===== config.mk =====
export PLATFORM = sky130hd
export DESIGN_NAME = http_chunk_header_parser
export DESIGN_NICKNAME = d
export VERILOG_FILES = /design/src/chp_pkg.sv /design/src/chp_cfg_regs.sv /design/src/chp_step.sv /design/src/http_chunk_header_parser.sv
export SDC_FILE = /design/constraint.sdc
export NUM_CORES = 1
export LEC_CHECK = 0
export ABC_AREA = 1
export ABC_CLOCK_PERIOD_IN_PS = 10100
export BUFFER_PORTS_ARGS = -buffer_cell sky130_fd_sc_hd__buf_4
export CORE_MARGIN = 2
export CORE_UTILIZATION = 40
export CTS_CLUSTER_DIAMETER = 50
export DETAILED_ROUTE_END_ITERATION = 16
export PLACE_DENSITY = 0.54
export SYNTH_ARGS = -nofsm -noshare
export SYNTH_HDL_FRONTEND = slang
export SYNTH_SLANG_ARGS = --single-unit

===== constraint.sdc =====
create_clock -name clk_i -period 10.1 [get_ports clk_i]
set_input_delay 1.515 -clock clk_i [delete_from_list [all_inputs] [get_ports clk_i]]
set_output_delay 1.515 -clock clk_i [all_outputs]
set_load 0.05 [all_outputs]

===== src/chp_pkg.sv =====
package chp_pkg;

  // Parse phase codes, as reported on the phase output.
  localparam logic [3:0] PH_SIZE_WS  = 4'd0;
  localparam logic [3:0] PH_SIZE     = 4'd1;
  localparam logic [3:0] PH_EXT_WS   = 4'd2;
  localparam logic [3:0] PH_EXT      = 4'd3;
  localparam logic [3:0] PH_AWAIT_LF = 4'd4;
  localparam logic [3:0] PH_VALID    = 4'd5;
  localparam logic [3:0] PH_ERR_LEN  = 4'd6;
  localparam logic [3:0] PH_ERR_WS   = 4'd7;
  localparam logic [3:0] PH_ERR_SIZE = 4'd8;
  localparam logic [3:0] PH_ERR_CRLF = 4'd9;

  // Configuration register indexes.
  localparam logic [1:0] CFG_MAX_LINE_LENGTH = 2'd0;
  localparam logic [1:0] CFG_MAX_WHITESPACE  = 2'd1;
  localparam logic [1:0] CFG_MAX_CHUNK_LEN   = 2'd2;
  localparam logic [1:0] CFG_STRICT_CRLF     = 2'd3;

  // Configuration reset values.
  localparam logic [15:0] RST_MAX_LINE_LENGTH = 16'd1024;
  localparam logic [7:0]  RST_MAX_WHITESPACE  = 8'd8;
  localparam logic [63:0] RST_MAX_CHUNK_LEN   = 64'h0000_0000_FFFF_FFFF;

  // Characters of interest.
  localparam logic [7:0] CH_SPACE = 8'h20;
  localparam logic [7:0] CH_TAB   = 8'h09;
  localparam logic [7:0] CH_CR    = 8'h0D;
  localparam logic [7:0] CH_LF    = 8'h0A;
  localparam logic [7:0] CH_SEMI  = 8'h3B;

  typedef struct packed {
    logic [15:0] max_line_length;
    logic [7:0]  max_whitespace;
    logic [63:0] max_chunk_len;
    logic        strict_crlf;
  } cfg_t;

  typedef struct packed {
    logic [3:0]  phase;
    logic [15:0] line_count;
    logic [7:0]  space_count;
    logic [4:0]  digit_count;
    logic [63:0] size_accum;
    logic        size_done;
  } parse_state_t;

  typedef struct packed {
    logic        accepted;
    logic [3:0]  phase;
    logic [63:0] chunk_len;
    logic        size_known;
    logic        ext_byte;
    logic        header_done;
  } result_t;

endpackage


===== src/chp_cfg_regs.sv =====
module chp_cfg_regs (
  input  logic          clk_i,
  input  logic          rst_ni,
  input  logic          cfg_valid_i,
  input  logic [1:0]    cfg_index_i,
  input  logic [63:0]   cfg_data_i,
  output chp_pkg::cfg_t cfg_o
);
  import chp_pkg::*;

  cfg_t cfg_q, cfg_d;

  // Decode the register index of a write transfer.
  always_comb begin
    cfg_d = cfg_q;
    if (cfg_valid_i) begin
      unique case (cfg_index_i)
        CFG_MAX_LINE_LENGTH: cfg_d.max_line_length = cfg_data_i[15:0];
        CFG_MAX_WHITESPACE:  cfg_d.max_whitespace  = cfg_data_i[7:0];
        CFG_MAX_CHUNK_LEN:   cfg_d.max_chunk_len   = cfg_data_i;
        CFG_STRICT_CRLF:     cfg_d.strict_crlf     = cfg_data_i[0];
        default:             cfg_d = cfg_q;
      endcase
    end
  end

  always_ff @(posedge clk_i or negedge rst_ni) begin
    if (!rst_ni) begin
      cfg_q.max_line_length <= RST_MAX_LINE_LENGTH;
      cfg_q.max_whitespace  <= RST_MAX_WHITESPACE;
      cfg_q.max_chunk_len   <= RST_MAX_CHUNK_LEN;
      cfg_q.strict_crlf     <= 1'b0;
    end else begin
      cfg_q <= cfg_d;
    end
  end

  assign cfg_o = cfg_q;

endmodule


===== src/chp_step.sv =====
module chp_step #(
  parameter int unsigned MaxHexDigits = 16
) (
  input  chp_pkg::cfg_t         cfg_i,
  input  chp_pkg::parse_state_t state_i,
  input  logic [7:0]            in_byte_i,
  input  logic                  restart_i,
  output chp_pkg::parse_state_t state_o,
  output chp_pkg::result_t      result_o
);
  import chp_pkg::*;

  localparam logic [4:0] DigitLimit = 5'(MaxHexDigits);

  parse_state_t cur;
  parse_state_t nxt;
  logic         is_ws, is_cr, is_lf, is_semi, is_hex;
  logic [3:0]   hex_val;
  logic         overflow;
  logic         go_size, go_ext;
  logic         ok, ext;

  // Character classes.
  always_comb begin
    is_ws   = (in_byte_i == CH_SPACE) || (in_byte_i == CH_TAB);
    is_cr   = (in_byte_i == CH_CR);
    is_lf   = (in_byte_i == CH_LF);
    is_semi = (in_byte_i == CH_SEMI);
    is_hex  = 1'b0;
    hex_val = in_byte_i[3:0];
    if (in_byte_i >= 8'h30 && in_byte_i <= 8'h39) begin
      is_hex = 1'b1;
    end else if ((in_byte_i >= 8'h61 && in_byte_i <= 8'h66) ||
                 (in_byte_i >= 8'h41 && in_byte_i <= 8'h46)) begin
      is_hex  = 1'b1;
      hex_val = in_byte_i[3:0] + 4'd9;
    end
  end

  // A restart clears the parser before the byte is handled.
  assign cur = restart_i ? '0 : state_i;

  // Per-byte parse decision.
  always_comb begin
    nxt     = cur;
    ok      = 1'b0;
    ext     = 1'b0;
    go_size = 1'b0;
    go_ext  = 1'b0;

    // Saturating line length counter.
    overflow = (cur.line_count == 16'hFFFF);
    if (!overflow) begin
      nxt.line_count = cur.line_count + 16'd1;
    end
    if (overflow || (nxt.line_count > cfg_i.max_line_length)) begin
      nxt.phase = PH_ERR_LEN;
    end

    unique case (nxt.phase)
      PH_SIZE_WS: begin
        if (is_ws) begin
          if (cur.space_count >= cfg_i.max_whitespace) begin
            nxt.phase = PH_ERR_WS;
          end else begin
            nxt.space_count = cur.space_count + 8'd1;
            ok = 1'b1;
          end
        end else begin
          go_size = 1'b1;
        end
      end
      PH_SIZE:     go_size = 1'b1;
      PH_EXT_WS: begin
        if (is_ws) begin
          if (cur.space_count < cfg_i.max_whitespace) begin
            nxt.space_count = cur.space_count + 8'd1;
            ok = 1'b1;
          end
        end else begin
          go_ext = 1'b1;
        end
      end
      PH_EXT:      go_ext = 1'b1;
      PH_AWAIT_LF: begin
        if (is_lf) begin
          nxt.phase = PH_VALID;
          ok = 1'b1;
        end
      end
      default:     ok = 1'b0;
    endcase

    // Hex size field.
    if (go_size) begin
      nxt.phase = PH_SIZE;
      if (is_hex) begin
        if (cur.digit_count >= DigitLimit) begin
          nxt.phase = PH_ERR_SIZE;
        end else begin
          nxt.digit_count = cur.digit_count + 5'd1;
          nxt.size_accum  = {cur.size_accum[59:0], hex_val};
          ok = 1'b1;
        end
      end else if (is_cr || is_lf || is_semi) begin
        nxt.size_done = 1'b1;
        if (cur.size_accum > cfg_i.max_chunk_len) begin
          nxt.phase = PH_ERR_SIZE;
        end else if (is_semi) begin
          nxt.space_count = '0;
          nxt.phase = PH_EXT_WS;
          ok = 1'b1;
        end else if (is_cr) begin
          nxt.phase = PH_AWAIT_LF;
          ok = 1'b1;
        end else if (!cfg_i.strict_crlf) begin
          nxt.phase = PH_VALID;
          ok = 1'b1;
        end
      end
    end

    // Extension text, flagged and dropped.
    if (go_ext) begin
      nxt.phase = PH_EXT;
      ok = 1'b1;
      if (!is_cr && !is_lf) begin
        ext = 1'b1;
      end else if (is_cr) begin
        nxt.phase = PH_AWAIT_LF;
      end else if (cfg_i.strict_crlf) begin
        nxt.phase = PH_ERR_CRLF;
        ok = 1'b0;
      end else begin
        nxt.phase = PH_VALID;
      end
    end
  end

  assign state_o = nxt;

  always_comb begin
    result_o.accepted    = ok;
    result_o.phase       = nxt.phase;
    result_o.chunk_len   = nxt.size_accum;
    result_o.size_known  = nxt.size_done;
    result_o.ext_byte    = ext;
    result_o.header_done = (nxt.phase == PH_VALID);
  end

endmodule


===== src/http_chunk_header_parser.sv =====
// Pipeline: each byte passes through the input register and then the result
// register, moving on only when the result register is free or draining.
// Throughput: one byte per cycle; the input stalls only while the result
// register holds a result that the receiver has not taken.
// Reset: configuration returns to its defaults and the parser state clears.
module http_chunk_header_parser #(
  parameter int unsigned MAX_HEX_DIGITS = 16
) (
  input  logic        clk_i,
  input  logic        rst_ni,
  input  logic        cfg_valid_i,
  output logic        cfg_ready_o,
  input  logic [1:0]  cfg_index_i,
  input  logic [63:0] cfg_data_i,
  input  logic        in_valid_i,
  output logic        in_ready_o,
  input  logic [7:0]  in_byte_i,
  input  logic        restart_i,
  output logic        out_valid_o,
  input  logic        out_ready_i,
  output logic        accepted_o,
  output logic [3:0]  phase_o,
  output logic [63:0] chunk_len_o,
  output logic        size_known_o,
  output logic        ext_byte_o,
  output logic        header_done_o
);
  import chp_pkg::*;

  cfg_t         cfg;
  parse_state_t state_q, state_d;
  result_t      result_d, result_q;
  logic         in_valid_q;
  logic [7:0]   in_byte_q;
  logic         restart_q;
  logic         out_valid_q;
  logic         advance;

  assign cfg_ready_o = 1'b1;

  chp_cfg_regs u_cfg_regs (
    .clk_i,
    .rst_ni,
    .cfg_valid_i,
    .cfg_index_i,
    .cfg_data_i,
    .cfg_o (cfg)
  );

  chp_step #(
    .MaxHexDigits (MAX_HEX_DIGITS)
  ) u_step (
    .cfg_i     (cfg),
    .state_i   (state_q),
    .in_byte_i (in_byte_q),
    .restart_i (restart_q),
    .state_o   (state_d),
    .result_o  (result_d)
  );

  // The held byte moves on when the result register is free or draining.
  assign advance    = in_valid_q && (!out_valid_q || out_ready_i);
  assign in_ready_o = !in_valid_q || advance;

  // Input register.
  always_ff @(posedge clk_i or negedge rst_ni) begin
    if (!rst_ni) begin
      in_valid_q <= 1'b0;
    end else if (in_ready_o) begin
      in_valid_q <= in_valid_i;
    end
  end

  always_ff @(posedge clk_i) begin
    if (in_ready_o && in_valid_i) begin
      in_byte_q <= in_byte_i;
      restart_q <= restart_i;
    end
  end

  // Parser state.
  always_ff @(posedge clk_i or negedge rst_ni) begin
    if (!rst_ni) begin
      state_q <= '0;
    end else if (advance) begin
      state_q <= state_d;
    end
  end

  // Result register.
  always_ff @(posedge clk_i or negedge rst_ni) begin
    if (!rst_ni) begin
      out_valid_q <= 1'b0;
    end else if (advance) begin
      out_valid_q <= 1'b1;
    end else if (out_ready_i) begin
      out_valid_q <= 1'b0;
    end
  end

  always_ff @(posedge clk_i) begin
    if (advance) begin
      result_q <= result_d;
    end
  end

  assign out_valid_o   = out_valid_q;
  assign accepted_o    = result_q.accepted;
  assign phase_o       = result_q.phase;
  assign chunk_len_o   = result_q.chunk_len;
  assign size_known_o  = result_q.size_known;
  assign ext_byte_o    = result_q.ext_byte;
  assign header_done_o = result_q.header_done;

endmodule


---- Yosys cells after proc, flatten, opt, wreduce, memory -nomap -nowiden ----
Index checks and enable logic that the tools add are counted.
word-level totals
  register bits ........................... 270
  bits of input ports ..................... 80
  output and inout bits ................... 75
  word-level logic and storage cells ...... 134
cells by class
  add/sub/neg operators ................... 4
  order comparisons ....................... 11
  eq/ne operators ......................... 14
  mux-type cells .......................... 61
  reductions and logical operators ........ 24
operators by type and width
  operator                                                            number
  two-way mux 69 bit                                                  2
  two-way mux 98 bit                                                  1
  two-way mux 78 bit                                                  1
  two-way mux 4 bit                                                   17
  > comparator 64 bit                                                 1
  two-way mux 8 bit                                                   8
  two-way mux 1 bit                                                   25
  equality test 8 x 4 -> 1 bit (second input constant)                3
  adder 16 x 1 -> 16 bit (second input constant)                      1
  equality test 16 bit (second input constant)                        1
  equality test 8 x 6 -> 1 bit (second input constant)                2
  greater-or-equal comparator 8 x 7 -> 1 bit (second input constant)  2
  > comparator 16 bit                                                 1
  less-or-equal comparator 8 x 7 -> 1 bit (second input constant)     2
  two-way mux 16 bit                                                  1
  one-hot mux 8 bit (2 select lines)                                  1
  adder 8 x 1 -> 8 bit (second input constant)                        1
  equality test 4 x 2 -> 1 bit (second input constant)                2
  equality test 4 x 3 -> 1 bit (second input constant)                2
  greater-or-equal comparator 8 x 6 -> 1 bit (second input constant)  1
  greater-or-equal comparator 8 bit                                   1
  less-or-equal comparator 8 x 6 -> 1 bit (second input constant)     1
  < comparator 8 bit                                                  1
  one-hot mux 4 bit (2 select lines)                                  1
  16 further kinds                                                    35

---- Longest topological paths before layout ----
Gate-level depths: netlist of the first run.
  depth in word-level cells ............... 16
  mapped depth ............................ 35
  depth with buffers taken out ............ 32

---- By module ----
Synthesis of the first run repeated with hierarchy kept, for this count alone.
second synthesis, totals
  cells, all modules ...................... 1981
  area total of the unflattened synthesis .. 15957.8 um^2
by module, submodules not included
  module                    instances  cells an instance  area an instance (um^2)  seq. area each (um^2)
  http_chunk_header_parser  1          517                6459.9                   4934.7
  chp_step                  1          1067               5800.6                   0.0
  chp_cfg_regs              1          397                3697.3                   2269.7

---- Worst setup path after synthesis of the first run ----
No wires, ideal clock.
  path kind ............................... reg-to-reg
  start ................................... reg restart_q
  end ..................................... reg result_q, in the netlist chunk_len_o[47] (data pin)
  library setup time ...................... 257 ps
  arrival ................................. 4289 ps
  required time ........................... 9843 ps
  slack ................................... 5554 ps
  stages on the path, launching flop included .. 28
  path buffers ............................ 5
  period minus slack after synthesis ...... 4546 ps
  path through ............................ edfxtp_1 buf_6 clkbuf_1 buf_1 nor2_1 ha_1 and3_1 nand2_1 nor3_1 nand2_1 nand2_1 nor3_1 nand4_1 xor2_1 ha_1 nand2_1 nor3_1 nand3_1 nand2_1 nand3_2 nor2_4 nand3_4 nor2_8 nand2_4 buf_6 buf_4 nand2_1 o21ai_2
RTL lines
  item                      RTL line                         RTL
  start: declaration        http_chunk_header_parser.sv:35   logic restart_q;
  start signal: assignment  http_chunk_header_parser.sv:77   restart_q <= restart_i;
  end signal: assignment    http_chunk_header_parser.sv:103  result_q <= result_d;
  end: declaration          http_chunk_header_parser.sv:32   result_t result_d, result_q;

==> metrics.txt, run 1 <==
commonest non-fill, non-tap cell in the layout nand2_1; via count 11,800; Die Wd 196 µm; Residual DRC 0; Net Count, Synth 1,967; Rows 70; nets@finish 2,103; IO Pins 155; worst-margin pin slew 1080 ps; critical path startpoint category flip-flop; Final Instance Area 17,500 µm²; die height 196 µm; fin crit share 0.602; initial antenna violation count 0; cell repeated most along the worst path nand2_1; CP max FO 71; Buf/Inv on CP 4; CTS Hold Bufs 0; Final Hold Fails 0; Slew Limit Fails 0; antenna diode count 0; ys flop type dfrtp_1; total grt overflow 0; status finished, final reports clean; DR WL/cell 15.1 µm; P&R area growth vs syn 18.4%; PD cells 190 nW/µm²; Mapped Area 14,800 µm²; Skew-Pair Late Insertion Delay 530 ps; Root Driver clkbuf_16; antenna viol nets, final 0; crit end category flip-flop; Setup Viol. Count Final 0; final wirelength 36,500 µm; VDD IR-drop max 100 µV; clock slew seen by the registers of the worst setup and hold paths 60 ps; shortest period the worst path allows 6080 ps; skew final 18.4 ps; Synth async-reset ratio 0.700; dpl hpwl 26,000 µm; Max stage delay on crit path 830 ps; vias in the first global route 11,600; Worst EP arrival 6540 ps; Setup Fix Bufs, Post-CTS 0; # clock sinks 270; CP required 10,560 ps; DP Cell Count 2,357; GRT Total Usage 0.194; initial core utilization 0.405; CTS tree built; Max Root-Sink Buffers 3; Max Freq 0.164 GHz; first-pass GRT wire length 60,200 µm; DR pass1 iterations 5; post-synthesis sequential area ratio 0.487; Post-Syn Instances 1,792; Hold Path Class flip-flop to flip-flop; RSZ-0062 raised after global routing false; pin count of the biggest net entering global routing 112; Placed Area 16,300 µm²; Mapped Avg Cell Area 8.26 µm²; Post-Route Setup TNS 0 ps; multi-input logic area 6240 µm²; critical path class flip-flop to flip-flop; most frequent cells in the layout nand2_1, inv_1, buf_4; Layout fillers 3,576; Slowest cell on crit path buf_4; PortBufs 153; core area 36,500 µm²; Largest delay share family, worst path simple AND/OR/NAND/NOR gates; post-CTS sizing 0; register area 7200 µm²; total die area 38,600 µm²; vias per std cell 4.87; Yosys cell types 47; Initial DRC Count 762; Leakage 0.00923 µW; register bit count reported by yosys 270; max_cap viols 0; Slew headroom 0.281; Synthesis Warnings 0; layout cells sized above 1 0.172; gpl congestion 0.874; Layout Cells excl Fill 2,425; number of buffers created by CTS 37; CTS H-tree lvls 2; EDFF count, synth 81
-- final cells by class --
type | count | area share
clock buffer | 49 | 0.0607
clock inverter | 19 | 0.0101
inverter | 275 | 0.0593
multi-input combinational | 1182 | 0.356
sequential | 270 | 0.411
tap | 468 | 0.0334
timing repair buffer | 162 | 0.0697
-- metal layers --
metal  track usage  part of all wire  vias up
met5             0                 0        -
met2         0.315              0.46      239
met4        0.0485             0.019        0
met1         0.272              0.47     5511
met3        0.0318             0.050       54
li1              -                 -     5995
-- per-stage QoR --
step | utilization | total power [µW] | hold WS [ps] | setup WS [ps]
3_5_place_dp | 0.446 | 2060 | 465 | 4070
4_1_cts | 0.480 | 3380 | 480 | 4030
5_1_grt | 0.480 | 3510 | 495 | 3390
2_1_floorplan | - | 1840 | 449 | 5550
3_3_place_gp | 0.446 | 2050 | 462 | 4250
6_report | 0.480 | 3330 | 475 | 4020
-- logic make-up after synthesis --
kind of cell,after synthesis,share of synthesized area
AND/OR/NAND/NOR,799,0.220
buffers and inverters,340,0.0930
AO/OA/AOI/OAI,272,0.111
flip-flops,270,0.487
adder cells (fa/ha/maj),95,0.0803
XOR/XNOR,15,0.00887
other,1,0.000253
-- power breakdown --
part / switching (µW) / leakage (µW) / internal [µW]
logic: 504 / 0.00546 / 197
registers: 53.1 / 0.00317 / 1280
clock network: 504 / 0.000599 / 799
total: 1060 / 0.00923 / 2270
-- worst min-delay path: stages (launching register included) --
cell and delay, ps:
dfrtp_1 340, nand2_1 50, nand2_1 50
-- sequential cells by signal, indices dropped and copies added (netlist names) --
| register | cells |
|---|---|
| state_q | 98 |
| u_cfg_regs.cfg_o | 89 |
| chunk_len_o | 64 |
| in_byte_q | 8 |
| phase_o | 4 |
| accepted_o | 1 |
| ext_byte_o | 1 |
| header_done_o | 1 |
| in_valid_q | 1 |
| out_valid_o | 1 |
| restart_q | 1 |
| size_known_o | 1 |
-- path summary, 6_finish.rpt --
kind | start | end | slack [ps] | cells after the start
worst min register to register | state_q[32]$_DFFE_PN0P_ | state_q[32]$_DFFE_PN0P_ | 480 | 2
min in group asynchronous | rst_ni | state_q[51]$_DFFE_PN0P_ | 970 | 1
worst max-delay path | restart_q$_DFFE_PP_ | state_q[60]$_DFFE_PN0P_ | 4020 | 29
max in group asynchronous | rst_ni | state_q[73]$_DFFE_PN0P_ | 7820 | 2
worst min-delay path | state_q[32]$_DFFE_PN0P_ | state_q[32]$_DFFE_PN0P_ | 480 | 2
worst max register to register | restart_q$_DFFE_PP_ | state_q[60]$_DFFE_PN0P_ | 4020 | 29
-- synth_stat cells (7+ instances only) --
cell,count,area share
nand2_1,559,0.14
buf_6,9,0.0068
edfxtp_1,81,0.16
dfstp_2,34,0.060
nand4_1,24,0.010
xor2_1,12,0.0071
clkbuf_1,31,0.0079
dfrtp_1,155,0.26
buf_1,14,0.0035
a21oi_1,98,0.033
nor2_1,133,0.034
o21ai_2,57,0.034
nor3_1,12,0.0041
ha_1,95,0.080
inv_1,270,0.068
nand3_1,48,0.016
buf_2,7,0.0024
o21ai_0,89,0.030
No activity file was read; power rests on OpenSTA's default activity.
==> run 2, diff against run 1 <==
--- a/config.mk
+++ b/config.mk
@@ -5,8 +5,8 @@
 export SDC_FILE = /design/constraint.sdc
 export NUM_CORES = 1
 export LEC_CHECK = 0
-export ABC_AREA = 1
-export ABC_CLOCK_PERIOD_IN_PS = 10100
+export ABC_AREA = 0
+export ABC_CLOCK_PERIOD_IN_PS = 6000
 export BUFFER_PORTS_ARGS = -buffer_cell sky130_fd_sc_hd__buf_4
 export CORE_MARGIN = 2
 export CORE_UTILIZATION = 40
==> constraint.sdc (replaced) <==
create_clock -name clk_i -period 6 [get_ports clk_i]
set_input_delay 0.9 -clock clk_i [delete_from_list [all_inputs] [get_ports clk_i]]
set_output_delay 0.9 -clock clk_i [all_outputs]
set_load 0.05 [all_outputs]
==> run 2 against run 1 <==
  * Sequential cell count is the same
  * Power grew 63%
  * Setup slack lost 3300 ps
  * Core utilization grew 0.35 points
  * Largest power group unchanged
  * Synthesized area shrank 0.33%
  * Final cell count shrank 16%
  * Combinational power grew 28%
  * Critical path depth shrank 9
  * Critical endpoint is now state_q[76]$_DFFE_PN0P_
==> metrics.txt, run 2 <==
critical path startpoint category flip-flop (unchanged); largest cells by area after synthesis dfrtp_1, edfxtp_1, mux2_2 (was dfrtp_1, edfxtp_1, nand2_1); register bit count reported by yosys 270 (unchanged); Simple-Gate Fraction of Synth Area 0.149 (was 0.220); Top reg by flops state_q (unchanged); Layout Cells excl Fill 2,039 (was 2,425); Initial DRC Count 729 (was 762); Layout fillers 3,382 (was 3,576); Mapped Area 14,800 µm² (about the same); Net Count, Synth 1,579 (was 1,967); reg2reg path depth 20 (was 29); shortest period the worst path allows 5280 ps (was 6080 ps); Crit. Startpoint restart_q$_DFFE_PP_ (unchanged); layout cells sized above 1 0.264 (was 0.172); Slew Limit Fails 0 (unchanged); CP required 6420 ps (was 10,560 ps); die height 196 µm (about the same); Die Wd 196 µm (about the same); antenna viol nets, final 0 (unchanged); DP Cell Count 1,971 (was 2,357); Max Root-Sink Buffers 3 (unchanged); share of the synthesized area in the top cell type 0.263 (was 0.262); clock slew seen by the registers of the worst setup and hold paths 50 ps (was 60 ps); Leakage 0.00787 µW (was 0.00923 µW); total die area 38,500 µm² (was 38,600 µm²); Largest register FFs 98 (unchanged); Rows 70 (unchanged); crit end category flip-flop (unchanged); final wirelength 36,800 µm (was 36,500 µm); top cells by count, synth nand2_1, dfrtp_1, mux2_2 (was nand2_1, inv_1, dfrtp_1); Root Driver clkbuf_16 (unchanged); DR WL/cell 18.0 µm (was 15.1 µm); PortBufs 153 (unchanged); XOR/XNOR share of the synthesized area 0.0101 (was 0.00887); Setup Fix Bufs, Post-CTS 0 (unchanged); fin crit share 0.880 (was 0.602); Yosys cell types 72 (was 47); via count 10,800 (was 11,800); max_cap viols 0 (unchanged); Synth async-reset ratio 0.700 (unchanged); multiplexer area fraction after synthesis 0.108 (was 0); first-pass GRT wire length 60,000 µm (was 60,200 µm); Max Freq 0.189 GHz (was 0.164 GHz); worst-margin pin slew 992 ps (was 1080 ps); core area 36,400 µm² (was 36,500 µm²); Synth Area in Compound Gates 0.119 (was 0.111); EDFF count, synth 81 (unchanged); CTS tree built (unchanged); post-layout util 0.483 (was 0.480); critical path class flip-flop to flip-flop (unchanged); P&R area growth vs syn 19.3% (was 18.4%); dominant cell type by area after synthesis dfrtp_1 (unchanged); status finished, final reports clean (unchanged); IO Pins 155 (unchanged); most common cell in the netlist nand2_1 (unchanged); gpl congestion 0.801 (was 0.874); PD cells 308 nW/µm² (was 190 nW/µm²); commonest non-fill, non-tap cell in the layout nand2_1 (unchanged); RSZ-0062 raised after global routing false (unchanged); vias in the first global route 11,000 (was 11,600); Max stage delay on crit path 550 ps (was 830 ps); Post-Route Setup TNS 0 ps (unchanged); CTS H-tree lvls 2 (unchanged); FF-to-FF Start restart_q$_DFFE_PP_ (unchanged); Slew headroom 0.339 (was 0.281); pin count of the biggest net entering global routing 126 (was 112); Final Hold Fails 0 (unchanged); initial core utilization 0.405 (about the same); Slowest cell on crit path nor3_2 (was buf_4); initial antenna violation count 0 (unchanged); Post-Synth Adder-Cell Area 0.0805 (was 0.0803); Skew-Pair Late Insertion Delay 540 ps (was 530 ps); dpl hpwl 25,300 µm (was 26,000 µm); largest family of logic cells by synthesized area simple AND/OR/NAND/NOR gates (unchanged); Hold Path Class input pin to asynchronous set/reset pin (was flip-flop to flip-flop); GRT Total Usage 0.196 (was 0.194); Post-Syn Instances 1,404 (was 1,792); CTS Hold Bufs 0 (unchanged); crit path cell chain buf_4 -> nor2b_1 -> ha_1 -> nand4_1 -> nor3_2 -> buf_4 -> nor3_1 -> nand4b_1 -> nor2_1 -> xnor2_1 -> ha_1 -> nand4_1 -> nor4_1 -> inv_1 -> nor3_1 -> a31oi_2 -> nor3_2 -> a31oi_1 -> and3_1 -> a211o_1; Setup Viol. Count Final 0 (unchanged); Synthesis Warnings 0 (unchanged); Mapped Avg Cell Area 10.5 µm² (was 8.26 µm²); vias per std cell 5.29 (was 4.87); post-synthesis sequential area ratio 0.488 (was 0.487); DR pass1 iterations 5 (unchanged); number of buffers created by CTS 37 (unchanged); Residual DRC 0 (unchanged); post-CTS sizing 0 (unchanged); Worst EP arrival 5700 ps (was 6540 ps); most frequent cells in the layout nand2_1, buf_4, dfrtp_1 (was nand2_1, inv_1, buf_4); ys flop type dfrtp_1 (unchanged); # clock sinks 270 (unchanged); VDD IR-drop max 178 µV (was 100 µV); CP max FO 15 (was 71); nets@finish 1,717 (was 2,103); antenna diode count 0 (unchanged); total grt overflow 0 (unchanged); skew final 23.8 ps (was 18.4 ps)
## run 2: changes by cell type in the layout (fill, tap and decap cells not counted), moves of 6 or more
cell	previous run	this run
inv_1	270	99
mux2_2	0	137
nand2_1	557	181
nand2b_1	0	10
a21oi_1	98	50
o21ai_2	57	0
a22oi_1	0	63
nor2_1	133	36
clkbuf_1	5	11
nor2b_1	0	83
nand3_1	48	32
nand3b_1	0	6
o21ai_0	89	98
## run 2: cell type report
class	count	area, µm²	area share
Sequential cell	270	7200	0.409
Multi-Input combinational cell	966	6910	0.393
Timing Repair Buffer	166	1260	0.0717
Clock buffer	54	1070	0.0609
Tap cell	468	586	0.0332
Inverter	101	382	0.0217
Clock inverter	14	194	0.0110
## run 2: path summary, 6_finish.rpt
kind	end	slack, ps
worst max-delay path	state_q[76]$_DFFE_PN0P_	720
worst min-delay path	u_cfg_regs.cfg_o[50]$_DFFE_PN0P_	490
worst max register to register	state_q[76]$_DFFE_PN0P_	720
worst min register to register	state_q[0]$_DFFE_PN0P_	490
max in group asynchronous	state_q[7]$_DFFE_PN0P_	4190
min in group clk_i	state_q[0]$_DFFE_PN0P_	490
## run 2: kinds of logic after synthesis
kind of cell             count (synthesis)
AND/OR/NAND/NOR                        432
AO/OA/AOI/OAI                          279
flip-flops                             270
buffers and inverters                  168
multiplexers                           142
adder cells (fa/ha/maj)                 95
XOR/XNOR                                17
other                                    1
## run 2: worst max-delay path, delay by kind of cell, from the launching register on
family | cells | cell delay, ps
compound gates | 3 | 710
simple gates | 11 | 3070
fa+ha+maj | 2 | 510
flops | 1 | 340
buf+inv | 3 | 440
xor+xnor | 1 | 100
## run 2: report_power, final
part / switching, µW / internal, µW / leakage [µW]
Clock: 839 / 1420 / 0.000606
Combinational: 549 / 347 / 0.00407
Sequential: 126 / 2140 / 0.00319
Total: 1510 / 3910 / 0.00787
## run 2: metal layers
metal | vias to the layer above | share of wire | global-route usage
met5 | - | 0 | 0
met4 | 0 | 0.026 | 0.0685
met3 | 53 | 0.041 | 0.0316
met2 | 214 | 0.47 | 0.318
met1 | 5220 | 0.46 | 0.268
li1 | 5294 | - | -
## run 2: through the flow
step | power (µW) | worst slack, ps | area [µm²] | hold slack, ps
after floorplan | 2890 | 1100 | 14800 | 449
after global placement | 3180 | 935 | 16300 | 473
after detailed placement | 3210 | 790 | 16300 | 488
after CTS | 5500 | 766 | 17600 | 501
after global routing | 5690 | 36.3 | 17600 | 510
final | 5420 | 718 | 17600 | 492
==> run 3, diff against run 2 <==
--- a/config.mk
+++ b/config.mk
@@ -6,7 +6,7 @@
 export NUM_CORES = 1
 export LEC_CHECK = 0
 export ABC_AREA = 0
-export ABC_CLOCK_PERIOD_IN_PS = 6000
+export ABC_CLOCK_PERIOD_IN_PS = 5500
 export BUFFER_PORTS_ARGS = -buffer_cell sky130_fd_sc_hd__buf_4
 export CORE_MARGIN = 2
 export CORE_UTILIZATION = 40
==> constraint.sdc (replaced) <==
create_clock -name clk_i -period 5.5 [get_ports clk_i]
set_input_delay 0.825 -clock clk_i [delete_from_list [all_inputs] [get_ports clk_i]]
set_output_delay 0.825 -clock clk_i [all_outputs]
set_load 0.05 [all_outputs]
==> run 3 against run 2 <==
  * Fmax rose by 8.5%
  * Count of clock-buffer cells in the layout fell by 4
  * Core utilization rose by 0.42 points
  * Largest power group is now the clock network
  * Setup slack got worse by 88 ps
  * Sequential power rose by 9.3%
  * Register-to-register slack got worse by 90 ps
  * Largest cell class unchanged
  * Die area did not move
  * Cell area rose by 0.86%
  * Clock skew barely moved
  * Highest routed layer unchanged
==> metrics.txt, run 3 (synthesis gave the netlist of run 2 again) <==
most frequent cells in the layout nand2_1, buf_4, dfrtp_1 (unchanged); via count 10,900 (was 10,800); die height 196 µm (unchanged); R2R setup slack 630 ps (was 720 ps); CP required 5920 ps (was 6420 ps); FF-to-FF Start restart_q$_DFFE_PP_ (unchanged); VDD IR-drop max 214 µV (was 178 µV); skew final 24.0 ps (was 23.8 ps); Die Wd 196 µm (unchanged); crit end category flip-flop (unchanged); clock slew seen by the registers of the worst setup and hold paths 50 ps (about the same); gpl congestion 0.806 (was 0.801); CP max FO 10 (was 15); CTS H-tree lvls 2 (unchanged); initial antenna violation count 1 (was 0); final wirelength 37,600 µm (was 36,800 µm); Leakage 0.00794 µW (was 0.00787 µW); vias in the first global route 10,900 (was 11,000); Rows 70 (unchanged); CTS tree built (unchanged); GRT Total Usage 0.196 (about the same); layout cells sized above 1 0.270 (was 0.264); Post-Route Setup TNS 0 ps (unchanged); Final Power 6070 µW (was 5420 µW); Max Root-Sink Buffers 3 (unchanged); nets@finish 1,722 (was 1,717); P&R area growth vs syn 20.4% (was 19.3%); Layout fillers 3,398 (was 3,382); Crit. Startpoint restart_q$_DFFE_PP_ (unchanged); Largest register FFs 98 (unchanged); reg2reg path depth 19 (was 20); total die area 38,500 µm² (unchanged); Clock Power Share 0.430 (was 0.417); Top reg by flops state_q (unchanged); PD cells 342 nW/µm² (was 308 nW/µm²); Worst setup endpoint state_q[76]$_DFFE_PN0P_ (unchanged); number of buffers created by CTS 40 (was 37); R2R Path End state_q[76]$_DFFE_PN0P_ (unchanged); max_cap viols 0 (unchanged); Hold Path Class input pin to asynchronous set/reset pin (unchanged); critical path class flip-flop to flip-flop (unchanged); Setup Fix Bufs, Post-CTS 0 (unchanged); IO Pins 155 (unchanged); # clock sinks 270 (unchanged); Slew Limit Fails 0 (unchanged); critical path startpoint category flip-flop (unchanged); internal power 4340 µW (was 3910 µW); shortest period the worst path allows 4870 ps (was 5280 ps); status finished, final reports clean (unchanged); Net Sw Frac 0.285 (was 0.279); vias per std cell 5.31 (was 5.29); initial core utilization 0.405 (unchanged); Root Driver clkbuf_16 (unchanged); pin count of the biggest net entering global routing 153 (was 126); PortBufs 153 (unchanged); Initial DRC Count 739 (was 729); total grt overflow 0 (unchanged); fin crit share 0.885 (was 0.880); Residual DRC 0 (unchanged); RSZ-0062 raised after global routing false (unchanged); Max Freq 0.205 GHz (was 0.189 GHz); Worst EP arrival 5290 ps (was 5700 ps); Switching Power 1730 µW (was 1510 µW); Skew-Pair Late Insertion Delay 560 ps (was 540 ps); Slew headroom 0.342 (was 0.339); worst-margin pin slew 988 ps (was 992 ps); commonest non-fill, non-tap cell in the layout nand2_1 (unchanged); Final Hold Fails 0 (unchanged); core area 36,400 µm² (unchanged); first-pass GRT wire length 60,300 µm (was 60,000 µm); DR pass1 iterations 5 (unchanged); Setup Viol. Count Final 0 (unchanged); Flop pwr share 0.409 (was 0.418); dpl hpwl 25,500 µm (was 25,300 µm); Gate power share 0.161 (was 0.165); antenna viol nets, final 0 (unchanged); DR WL/cell 18.3 µm (was 18.0 µm)
run 3: cell count changes in the layout (fill, tap and decap cells not counted), sizes merged:
cell and change:
clkinvlp +1, diode +1, inv +1, buf +2, clkbuf -4, clkinv +8
run 3: worst max-delay path: stages (launching register included):
cell and delay (ps):
edfxtp_1 480, nor2b_1 220, ha_1 230, nand4_1 170, nor3_2 260, buf_4 210
nor2_1 80, nand3_1 100, xor2_1 140, nor2_1 70, ha_1 290, nand4_1 170
nor4_1 380, inv_1 70, nor3_1 310, a31oi_2 140, nor3_2 550, a31oi_1 330
and3_1 250, a211o_1 260
run 3: per-stage QoR:
step                std cells  setup slack (ps)  hold WS, ps  utilization  instance area, µm²
floorplan                1404               598          449            -               14800
global placement         1973               585          476        0.450               16400
CTS                      2047               427          168        0.487               17800
finish                   2048               630          172        0.488               17800
detailed placement       1973               465          473        0.450               16400
global route             2048              92.8          190        0.488               17800
run 3: per-layer routing:
| metal | up-vias | part of all wire | GRT usage |
|---|---|---|---|
| li1 | 5299 | - | - |
| met1 | 5269 | 0.46 | 0.269 |
| met2 | 243 | 0.46 | 0.313 |
| met3 | 73 | 0.048 | 0.0366 |
| met4 | 0 | 0.027 | 0.0668 |
| met5 | - | 0 | 0 |
run 3: worst min-delay path by stage:
stage | start | end | slack [ps] | cells after the start
6_report | rst_ni | u_cfg_regs.cfg_o[52]$_DFFE_PN0P_ | 170 | 1
5_1_grt | rst_ni | u_cfg_regs.cfg_o[52]$_DFFE_PN0P_ | 190 | 1
3_5_place_dp | state_q[0]$_DFFE_PN0P_ | state_q[0]$_DFFE_PN0P_ | 470 | 2
2_1_floorplan | state_q[0]$_DFFE_PN0P_ | state_q[0]$_DFFE_PN0P_ | 450 | 2
4_1_cts | rst_ni | u_cfg_regs.cfg_o[52]$_DFFE_PN0P_ | 170 | 1
3_3_place_gp | state_q[79]$_DFFE_PN0P_ | state_q[79]$_DFFE_PN0P_ | 480 | 2
run 3: what timing repair did:
action | CTS | global route
hold buffers | 0 | 0
resized for setup | 0 | 1
endpoints found under the setup margin | 0 | 7
endpoints found under the hold margin | 0 | 0
run 3: layout make-up:
type                    instances  area, µm²  area share
inverters                     101        382      0.0215
multi-input cells             966       6920       0.389
clock buffers                  50       1100      0.0620
diodes                          1       2.50    0.000141
flip-flops and latches        270       7200       0.406
repair buffers                168       1300      0.0733
clock inverters                24        269      0.0151
well taps                     468        586      0.0330
run 3: power by group through the flow:
| stage | clock network, µW | logic, µW | registers [µW] |
|---|---|---|---|
| 3_3_place_gp | 0 | 969 | 2510 |
| 4_1_cts | 2680 | 994 | 2480 |
| 2_1_floorplan | 0 | 544 | 2610 |
| 5_1_grt | 2760 | 1100 | 2510 |
| 3_5_place_dp | 0 | 988 | 2510 |
| 6_report | 2610 | 979 | 2480 |
